===== src/design/crsl_pkg.sv =====
// Shared types and constants of the call rate statistics limiter.
package crsl_pkg;

  localparam int COUNT_BITS_DEF = 32;

  localparam int SEC_SLOTS  = 60;
  localparam int MIN_SLOTS  = 60;
  localparam int HOUR_SLOTS = 24;
  localparam int SEC_AW     = $clog2(SEC_SLOTS);
  localparam int MIN_AW     = $clog2(MIN_SLOTS);
  localparam int HOUR_AW    = $clog2(HOUR_SLOTS);
  localparam int STAMP_W    = 32;

  localparam int REQ_W = 3;
  localparam logic [REQ_W-1:0] REQ_INIT  = 3'd0;
  localparam logic [REQ_W-1:0] REQ_TICK  = 3'd1;
  localparam logic [REQ_W-1:0] REQ_EVENT = 3'd2;
  localparam logic [REQ_W-1:0] REQ_CHECK = 3'd3;
  localparam logic [REQ_W-1:0] REQ_READ  = 3'd4;

  localparam logic [1:0] RING_SEC  = 2'd0;
  localparam logic [1:0] RING_MIN  = 2'd1;
  localparam logic [1:0] RING_HOUR = 2'd2;

  localparam int CFG_IDX_W = 2;
  localparam logic [CFG_IDX_W-1:0] CFG_CPS_LIMIT   = 2'd0;
  localparam logic [CFG_IDX_W-1:0] CFG_QUEUE_LIMIT = 2'd1;
  localparam logic [15:0] CPS_LIMIT_RST   = 16'd100;
  localparam logic [15:0] QUEUE_LIMIT_RST = 16'd1000;

  localparam int IN_TDATA_W  = 64;
  localparam int OUT_TDATA_W = 120;

  // Exact reciprocals: n / 15 for n below 2**30, and n / 3 for n below 2**18.
  localparam logic [30:0] DIV15_MUL = 31'd1145324613;
  localparam int          DIV15_SH  = 34;
  localparam logic [18:0] DIV3_MUL  = 19'd349526;
  localparam int          DIV3_SH   = 20;

  typedef struct packed {
    logic load;
    logic div1;
    logic div2;
    logic div3;
    logic rd;
    logic upd;
    logic out_load;
  } crsl_cmd_t;

  typedef struct packed {
    logic out_free;
  } crsl_sts_t;

endpackage


===== src/design/crsl_ctrl.sv =====
// Sequencing state machine of the call rate statistics limiter.
module crsl_ctrl import crsl_pkg::*; (
  input  logic             clk,
  input  logic             rst_n,
  input  logic             in_tvalid,
  input  logic [REQ_W-1:0] in_tuser,
  output logic             in_tready,
  input  crsl_sts_t        sts,
  output crsl_cmd_t        cmd
);

  typedef enum logic [6:0] {
    S_IDLE   = 7'b0000001,
    S_DIV1   = 7'b0000010,
    S_DIV2   = 7'b0000100,
    S_DIV3   = 7'b0001000,
    S_READ   = 7'b0010000,
    S_UPDATE = 7'b0100000,
    S_DONE   = 7'b1000000
  } state_t;

  state_t state_r, state_nxt;
  logic   tick_r, tick_nxt;

  always_comb begin
    state_nxt = state_r;
    tick_nxt  = tick_r;
    cmd       = '0;
    case (state_r)
      S_IDLE: begin
        if (in_tvalid) begin
          cmd.load = 1'b1;
          tick_nxt = (in_tuser == REQ_TICK);
          if (in_tuser inside {REQ_INIT, REQ_TICK}) begin
            state_nxt = S_DIV1;
          end else if (in_tuser inside {REQ_EVENT, REQ_CHECK, REQ_READ}) begin
            state_nxt = S_READ;
          end else begin
            state_nxt = S_UPDATE;
          end
        end
      end
      S_DIV1: begin
        cmd.div1  = 1'b1;
        state_nxt = S_DIV2;
      end
      S_DIV2: begin
        cmd.div2  = 1'b1;
        state_nxt = S_DIV3;
      end
      S_DIV3: begin
        cmd.div3  = 1'b1;
        state_nxt = tick_r ? S_READ : S_UPDATE;
      end
      S_READ: begin
        cmd.rd    = 1'b1;
        state_nxt = S_UPDATE;
      end
      S_UPDATE: begin
        cmd.upd   = 1'b1;
        state_nxt = S_DONE;
      end
      S_DONE: begin
        if (sts.out_free) begin
          cmd.out_load = 1'b1;
          state_nxt    = S_IDLE;
        end
      end
      default: begin
        state_nxt = S_IDLE;
      end
    endcase
  end

  always_ff @(posedge clk) begin
    if (!rst_n) begin
      state_r <= S_IDLE;
      tick_r  <= 1'b0;
    end else begin
      state_r <= state_nxt;
      tick_r  <= tick_nxt;
    end
  end

  assign in_tready = (state_r == S_IDLE);

endmodule


===== config.mk =====
export PLATFORM = sky130hd
export DESIGN_NAME = crsl_ctrl
export DESIGN_NICKNAME = d
export VERILOG_FILES = /design/src/design/crsl_pkg.sv /design/src/design/crsl_ctrl.sv
export SDC_FILE = /design/constraint.sdc
export NUM_CORES = 1
export LEC_CHECK = 0
export ABC_CLOCK_PERIOD_IN_PS = 1700
export BUFFER_PORTS_ARGS = -buffer_cell sky130_fd_sc_hd__buf_2
export CORE_AREA = 2 2 39 41
export CTS_CLUSTER_SIZE = 25
export DETAILED_ROUTE_END_ITERATION = 16
export DIE_AREA = 0 0 41 43
export GPL_ROUTABILITY_DRIVEN = 1
export MAX_ROUTING_LAYER = met4
export SLEW_MARGIN = 10
export SYNTH_ARGS = -nofsm -noshare
export SYNTH_HDL_FRONTEND = slang
export SYNTH_SLANG_ARGS = --single-unit

===== constraint.sdc =====
create_clock -name clk -period 1.7 [get_ports clk]
set_input_delay 0.255 -clock clk [delete_from_list [all_inputs] [get_ports clk]]
set_output_delay 0.255 -clock clk [all_outputs]
set_load 0.02 [all_outputs]

==> results of run 1 <==
-- flip-flops by register name (all words and copies together), names as in the netlist --
name     count
state_r      7
tick_r       1
-- cells in the mapped netlist --
library cell,instances
nor2_1,9
dfxtp_1,8
nor3_1,4
and3_1,3
and2_1,2
inv_1,2
nand2_1,2
nand3_1,2
nor3b_1,2
o21ai_0,2
a211oi_1,1
a21oi_2,1
a221oi_1,1
a22oi_1,1
and2_2,1
and3_2,1
and4b_1,1
and4b_2,1
buf_6,1
mux2_2,1
mux2i_1,1
nand2b_1,1
nor2b_1,1
nor3_4,1
nor4b_1,1
nor4b_2,1
o211ai_1,1
o21a_1,1
o311ai_4,1
or4_4,1
xor2_1,1
-- worst max-delay path, cell delays in order, from the launching register on --
cell and delay [ps]:
dfxtp_2 320, or4_4 580, nor4b_4 240, buf_4 180
-- power groups by stage --
stage / Clock [W] / Combinational (W) / Sequential, W
after detailed placement: 0 / 0.000201 / 0.000223
final: 0.000148 / 0.000241 / 0.000224
after global placement: 0 / 0.000201 / 0.000223
after CTS: 0.000152 / 0.000230 / 0.000221
after global routing: 0.000156 / 0.000267 / 0.000228
after floorplan: 0 / 0.000142 / 0.000221
-- cell families (layout without fill, tap and decap cells) --
| kind of cell | Yosys count | in the layout |
|---|---|---|
| AOI/OAI and AO/OA | 9 | 9 |
| xor gates and xnor gates | 1 | 1 |
| buffers and inverters | 3 | 26 |
| DFF | 8 | 8 |
| muxes | 2 | 2 |
| and+or+nand+nor | 34 | 34 |
-- layout by cell type, fill, tap and decap left out, drive strengths merged, types with 2 or more instances in the layout --
master	netlist	layout
buf	1	21
nor2	9	9
dfxtp	8	8
nor3	5	5
and3	4	4
clkbuf	0	3
and2	3	3
inv	2	2
nand2	2	2
nand3	2	2
o21ai	2	2
nor3b	2	2
and4b	2	2
nor4b	2	2
-- per-layer routing --
layer	track usage, %	vias to the layer above	share of wire (%)
met2	27.2	14	49
met5	-	-	0
met4	12.0	0	2.8
met1	22.8	224	45
li1	-	261	-
met3	1.57	5	3.3
-- worst max path at each step --
stage                       startpoint     end  slack (ps)  cells past startpoint
3_5_place_dp   state_r[5]$_SDFFE_PN0P_  cmd[5]         100                      3
6_report       state_r[4]$_SDFFE_PN0P_  cmd[5]        -130                      3
2_1_floorplan  state_r[5]$_SDFFE_PN0P_  cmd[6]         -70                      4
3_3_place_gp   state_r[5]$_SDFFE_PN0P_  cmd[5]          90                      3
5_1_grt        state_r[4]$_SDFFE_PN0P_  cmd[5]        -180                      3
4_1_cts        state_r[4]$_SDFFE_PN0P_  cmd[5]        -150                      3
-- through the flow --
step | cell area (um^2) | instances | setup TNS (ps) | utilization, %
2_1_floorplan | 512 | 57 | -216 | -
3_3_place_gp | 628 | 91 | 0 | 45.4
3_5_place_dp | 628 | 91 | 0 | 45.4
4_1_cts | 687 | 96 | -551 | 49.6
5_1_grt | 713 | 96 | -819 | 51.5
6_report | 713 | 96 | -372 | 51.5
-- cell type report --
| type | instances | area (um^2) |
|---|---|---|
| fillers | 132 | 671 |
| multi-input cells | 46 | 368 |
| flip-flops and latches | 8 | 161 |
| repair buffers | 21 | 134 |
| clock buffers | 3 | 22.5 |
| well taps | 16 | 20.0 |
| inverters | 2 | 7.51 |
-- repair_timing --
action,4_1_cts,5_1_grt
pin swaps,1,0
cloned,0,0
gates resized for setup,6,5
setup buffers,2,0
setup endpoints to repair,5,9
==> run_results.csv, run 1 <==
group,metric,value,unit
run_status,outcome,"finished, violations left",
run_status,violations,"negative setup slack",
critical_path,crit_path_end_kind,"output pin",
sta,hold_violations,0,
logic_synthesis,yosys_warnings,0,
drt,drt-initial-drc-count,3,
grt,grt.total_usage,18.4,%
critical_path,path_class,"flip-flop to output pin",
clocking,insertion_delay,260,ps
logic_synthesis,netlist_area,510,um^2
critical_path,crit_fanout,3,
clocking,clk_pin_slew_worst_paths,50,ps
logic_synthesis,synth_xor_area_share,1.72,%
pwr,power,0.000612,W
sta,setup_slack,-126,ps
grt,grt_pass1_wl,2150,um
clocking,cts_max_level,1,
hold_path,holdPathStages,3,
clocking,cts_root_buffer,"clkbuf_4",
drt,drt_wl_total,1230,um
cells_and_area,nNetsFinal,89,
sta,rsz0062_at_grt,"yes",
sta,slew_headroom,76.2,%
critical_path,worstPathArrival,1570,ps
critical_path,reg2regPathDepth,5,
pwr,p_sw,0.000207,W
logic_synthesis,synth.mux.area_fraction,4.17,%
sta,holdWs,278,ps
hold_path,hp-class,"primary input to flip-flop",
clocking,clock-sinks,8,
cells_and_area,area_delta_synth_final,39.7,%
pwr,p_int,0.000405,W
grt,antenna_found_initial,0,
logic_synthesis,ys_seq_area_share,31.4,%
pwr,peakVddDrop,0.485,mV
hold_path,min_from,"in_tuser[0]",
logic_synthesis,ys_types,31,
logic_synthesis,yosys.area.top_type_share,31.4,%
floorplan,num_rows,14,
drt,dr_total_vias,504,
drt,drt_first_pass_iters,3,
logic_synthesis,synth_simple_gate_area_share,42.6,%
sta,fmax,548,MHz
sta,period_share,107,%
floorplan,coreArea,1380,um^2
logic_synthesis,synth.area.top_cells,"dfxtp_1 31%, nor2_1 6.6%, o311ai_4 5.1%",
floorplan,ios,15,
drt,vias_per_cell,5.25,
logic_synthesis,synthAdderAreaFrac,0,%
floorplan,chipWidth,41,um
pwr,combPwrFrac,39.3,%
placed_design,place_ws,96.6,ps
grt,globalRouteOverflowTotal,0,
grt,grt_start_max_net_pins,9,
pwr,power_density,858,nW/um^2
critical_path,timing.rr.end,"state_r[0]$_SDFFE_PN1P_",
logic_synthesis,synth_top_family_by_area,"simple AND/OR/NAND/NOR gates",
run,cap_violations,0,
cells_and_area,drive_above_1_share,47.5,%
pwr,clkPwrFrac,24.1,%
sta,finClkSkew,2.96,ps
logic_synthesis,avgSynthCellArea,8.96,um^2
placed_design,portBuffers,14,
placed_design,hpwl,906,um
drt,drt-wirelength-per-cell,12.8,um
hold_path,hold_end,"tick_r$_SDFFE_PN0P_",
floorplan,initial_core_util,36.9,%
pwr,power.share.switching,33.8,%
cells_and_area,antennaDiodeCount,0,
sta,setup_viol,3,
logic_synthesis,synth.ff_latch_count,8,
critical_path,worst-endpoint-required,1440,ps
clocking,numCtsBuffers,3,
logic_synthesis,synthCells,57,
drt,drtAntennaViolNets,0,
floorplan,die_h,43,um
sta,period_needed,1830,ps
logic_synthesis,synth_compound_area_share,16.4,%
critical_path,regToRegSetupSlack,10,ps
clocking,cts_buffer_depth,2,
drt,drc,0,
sta,tightest_slew,356,ps
clocking,cts_hold_buf,0,
floorplan,die_area,1760,um^2
critical_path,r2r-start,"state_r[4]$_SDFFE_PN0P_",
pwr,p_seq_share,36.6,%
clocking,cts_tree,"built",
critical_path,start_kind,"flip-flop",
logic_synthesis,synth_area_leader_cell,"dfxtp_1",
grt,first_global_vias,505,
logic_synthesis,syn_nets,64,
sta,drv_slew,0,
pwr,leakage,0.315,nW
placed_design,place.gp.congestion,0.756,
Power figures use the tool's default switching activity.
==> inputs of run 2 (changes only) <==
--- a/config.mk
+++ b/config.mk
@@ -5,6 +5,7 @@
 export SDC_FILE = /design/constraint.sdc
 export NUM_CORES = 1
 export LEC_CHECK = 0
+export ABC_AREA = 1
 export ABC_CLOCK_PERIOD_IN_PS = 1700
 export BUFFER_PORTS_ARGS = -buffer_cell sky130_fd_sc_hd__buf_2
 export CORE_AREA = 2 2 39 41
@@ -13,6 +14,7 @@
 export DIE_AREA = 0 0 41 43
 export GPL_ROUTABILITY_DRIVEN = 1
 export MAX_ROUTING_LAYER = met4
+export PLACE_DENSITY = 0.65
 export SLEW_MARGIN = 10
 export SYNTH_ARGS = -nofsm -noshare
 export SYNTH_HDL_FRONTEND = slang
==> run 2 against run 1 <==
Effect of this change: the run now ends clean; maximum frequency increased by 21%; non-clock buffer count decreased by 7; routed wire length decreased by 16%; critical path depth increased by 3; total power increased by 22%; clock-buffer cell count unchanged; setup slack improved by 320 ps; sequential cell count unchanged.
==> run_results.csv, run 2 <==
group,metric,value,unit
logic_synthesis,synth_simple_gate_area_share,51.7,%
placed_design,portBuffers,14,
logic_synthesis,synthTopCellsByCount,"19 x nand2_1, 14 x inv_1, 12 x nor2_1, 8 x dfxtp_1, 7 x nand3_1",
critical_path,crit_top_cell,"nand2_1",
sta,setup_viol,0,
grt,grt_pass1_wl,1770,um
critical_path,reg2regPathDepth,6,
floorplan,initial_core_util,37.6,%
cells_and_area,final_cell_mix,"19 x nand2_1, 14 x inv_1, 14 x buf_2, 12 x nor2_1, 8 x dfxtp_1",
drt,drt-initial-drc-count,3,
cells_and_area,drive_above_1_share,32.4,%
logic_synthesis,syn_nets,92,
sta,tightest_slew,276,ps
pwr,p_sw,0.000318,W
cells_and_area,nNetsFinal,111,
floorplan,ios,15,
pwr,power.share.switching,42.6,%
critical_path,worstPathArrival,1250,ps
cells_and_area,stdcell_area,633,um^2
floorplan,chipWidth,41,um
logic_synthesis,synth.ff_latch_count,8,
logic_synthesis,ys_async_sr_fraction,0,%
hold_path,hold_end,"state_r[0]$_SDFFE_PN1P_",
logic_synthesis,synth_top_family_by_area,"simple AND/OR/NAND/NOR gates",
sta,finClkSkew,2.09,ps
logic_synthesis,ys_seq_area_share,30.8,%
clocking,cts_max_level,1,
cells_and_area,largestRegisters,"state_r x7, tick_r x1",
cells_and_area,nFillCells,150,
run_status,outcome,"completed",
logic_synthesis,synthCells,85,
clocking,clk_pin_slew_worst_paths,50,ps
drt,drt_wl_total,1030,um
pwr,p_int,0.000429,W
logic_synthesis,synthFlopType,"dfxtp_1",
logic_synthesis,synth_xor_area_share,0,%
critical_path,cpMaxStageDelayCell,"dfxtp_1",
placed_design,hpwl,894,um
clocking,cts_hold_buf,0,
clocking,cts_root_buffer,"clkbuf_4",
drt,drt-wirelength-per-cell,8.75,um
cells_and_area,regMostFlops,"state_r",
clocking,cts_resized,0,
placed_design,place.gp.congestion,0.848,
grt,grt.total_usage,15.3,%
cells_and_area,seqCellArea,160,um^2
sta,period_share,88.6,%
grt,antenna_found_initial,0,
sta,fmax,664,MHz
logic_synthesis,synth_most_common_cell,"nand2_1",
run,cap_violations,0,
drt,vias_per_cell,4.56,
sta,drv_slew,0,
logic_synthesis,synth_compound_area_share,3.85,%
pwr,leakage,0.383,nW
sta,rsz0062_at_grt,"no",
floorplan,die_h,43,um
critical_path,critical_path.max_stage_delay,320,ps
clocking,cts_buffer_depth,2,
critical_path,start_kind,"flip-flop",
floorplan,die_area,1760,um^2
logic_synthesis,netlist_area,520,um^2
cells_and_area,multi_input_comb_area,289,um^2
critical_path,crit_chain,"nor2_1 -> nand2_1 -> nor2_4 -> nand2_1 -> inv_1 -> buf_2",
placed_design,place_area,611,um^2
hold_path,hp-class,"primary input to flip-flop",
logic_synthesis,synth_area_leader_cell,"dfxtp_1",
clocking,numCtsBuffers,3,
cells_and_area,antennaDiodeCount,0,
logic_synthesis,avgSynthCellArea,6.12,um^2
pwr,p_seq_share,32.7,%
logic_synthesis,synth_edf_count,0,
drt,drt_first_pass_iters,3,
sta,period_needed,1510,ps
critical_path,crit_path_end_kind,"output pin",
floorplan,coreArea,1380,um^2
logic_synthesis,synthAdderAreaFrac,0,%
cells_and_area,area_delta_synth_final,21.6,%
sta,holdWs,249,ps
cells_and_area,final_common_cell,"nand2_1",
logic_synthesis,yosys_warnings,0,
grt,globalRouteOverflowTotal,0,
clocking,insertion_delay,240,ps
hold_path,min_from,"rst_n",
pwr,peakVddDrop,0.661,mV
clocking,clock-sinks,8,
grt,grt_start_max_net_pins,6,
logic_synthesis,synth.mux.area_fraction,0,%
pwr,combPwrFrac,49.0,%
grt,first_global_vias,497,
pwr,clkPwrFrac,18.3,%
clocking,post_cts_buffers,0,
hold_path,holdPathStages,2,
critical_path,path_class,"flip-flop to output pin",
critical_path,crit_fanout,4,
critical_path,r2r-start,"state_r[4]$_SDFFE_PN0P_",
critical_path,regToRegSetupSlack,550,ps
sta,hold_violations,0,
logic_synthesis,yosys.area.top_type_share,30.8,%
sta,slew_headroom,81.5,%
cells_and_area,fin_util,45.8,%
drt,drtAntennaViolNets,0,
drt,dr_total_vias,538,
drt,drc,0,
critical_path,worst-endpoint-required,1440,ps
critical_path,timing.rr.end,"state_r[0]$_SDFFE_PN1P_",
clocking,cts_tree,"built",
logic_synthesis,synth.area.top_cells,"dfxtp_1 31%, nand2_1 14%, inv_1 10%",
sta,tns,0,ps
floorplan,num_rows,14,
cells_and_area,largest_reg_flops,7,
pwr,power_density,1180,nW/um^2
logic_synthesis,ys_types,17,
run 2: worst max-delay path, delay by kind of cell (launching register included):
family                 cells  cell delay [ps]
flip-flops                 1              320
AND/OR/NAND/NOR            4              470
buffers and inverters      2              210
run 2: power by group through the flow:
stage / sequential [W] / combinational [W] / clock [W]
after floorplan: 0.000244 / 0.000295 / 0
after global placement: 0.000247 / 0.000370 / 0
after detailed placement: 0.000249 / 0.000370 / 0
after CTS: 0.000245 / 0.000372 / 0.000144
after global routing: 0.000248 / 0.000417 / 0.000160
final: 0.000245 / 0.000366 / 0.000137
run 2: routing by layer:
metal | global-route usage (%) | share of wire, % | wire (um) | vias to the layer above
met5 | - | 0 | 0 | -
met2 | 23.1 | 45 | 464 | 15
met1 | 17.3 | 46 | 474 | 223
li1 | - | - | - | 296
met3 | 3.14 | 5.8 | 60 | 4
met4 | 10.0 | 3.3 | 34 | 0
run 2: how the worst max path moves through the flow:
stage | end | depth (start not counted) | from
3_5_place_dp | cmd[6] | 6 | state_r[5]$_SDFFE_PN0P_
2_1_floorplan | cmd[6] | 5 | state_r[5]$_SDFFE_PN0P_
3_3_place_gp | cmd[6] | 6 | state_r[6]$_SDFFE_PN0P_
6_report | cmd[6] | 6 | state_r[5]$_SDFFE_PN0P_
4_1_cts | cmd[6] | 6 | state_r[5]$_SDFFE_PN0P_
5_1_grt | cmd[6] | 6 | state_r[2]$_SDFFE_PN0P_
run 2: final cells by class:
cell class / instances / area share [%]
multi-input cells: 58 / 45.7
flip-flops and latches: 8 / 25.3
inverters: 19 / 11.3
repair buffers: 14 / 11.1
clock buffers: 3 / 3.56
well taps: 16 / 3.16
run 2: logic make-up (layout without fill, tap and decap cells):
| family | count (synthesis) | after routing |
|---|---|---|
| compound gates | 4 | 4 |
| buf+inv | 19 | 36 |
| simple gates | 54 | 54 |
| flops | 8 | 8 |
run 2: metrics by stage:
stage	worst slack [ps]	power, W	cells
4_1_cts	171	0.000761	118
2_1_floorplan	447	0.000539	85
3_5_place_dp	447	0.000619	115
3_3_place_gp	464	0.000617	115
5_1_grt	49.7	0.000825	118
6_report	194	0.000747	118
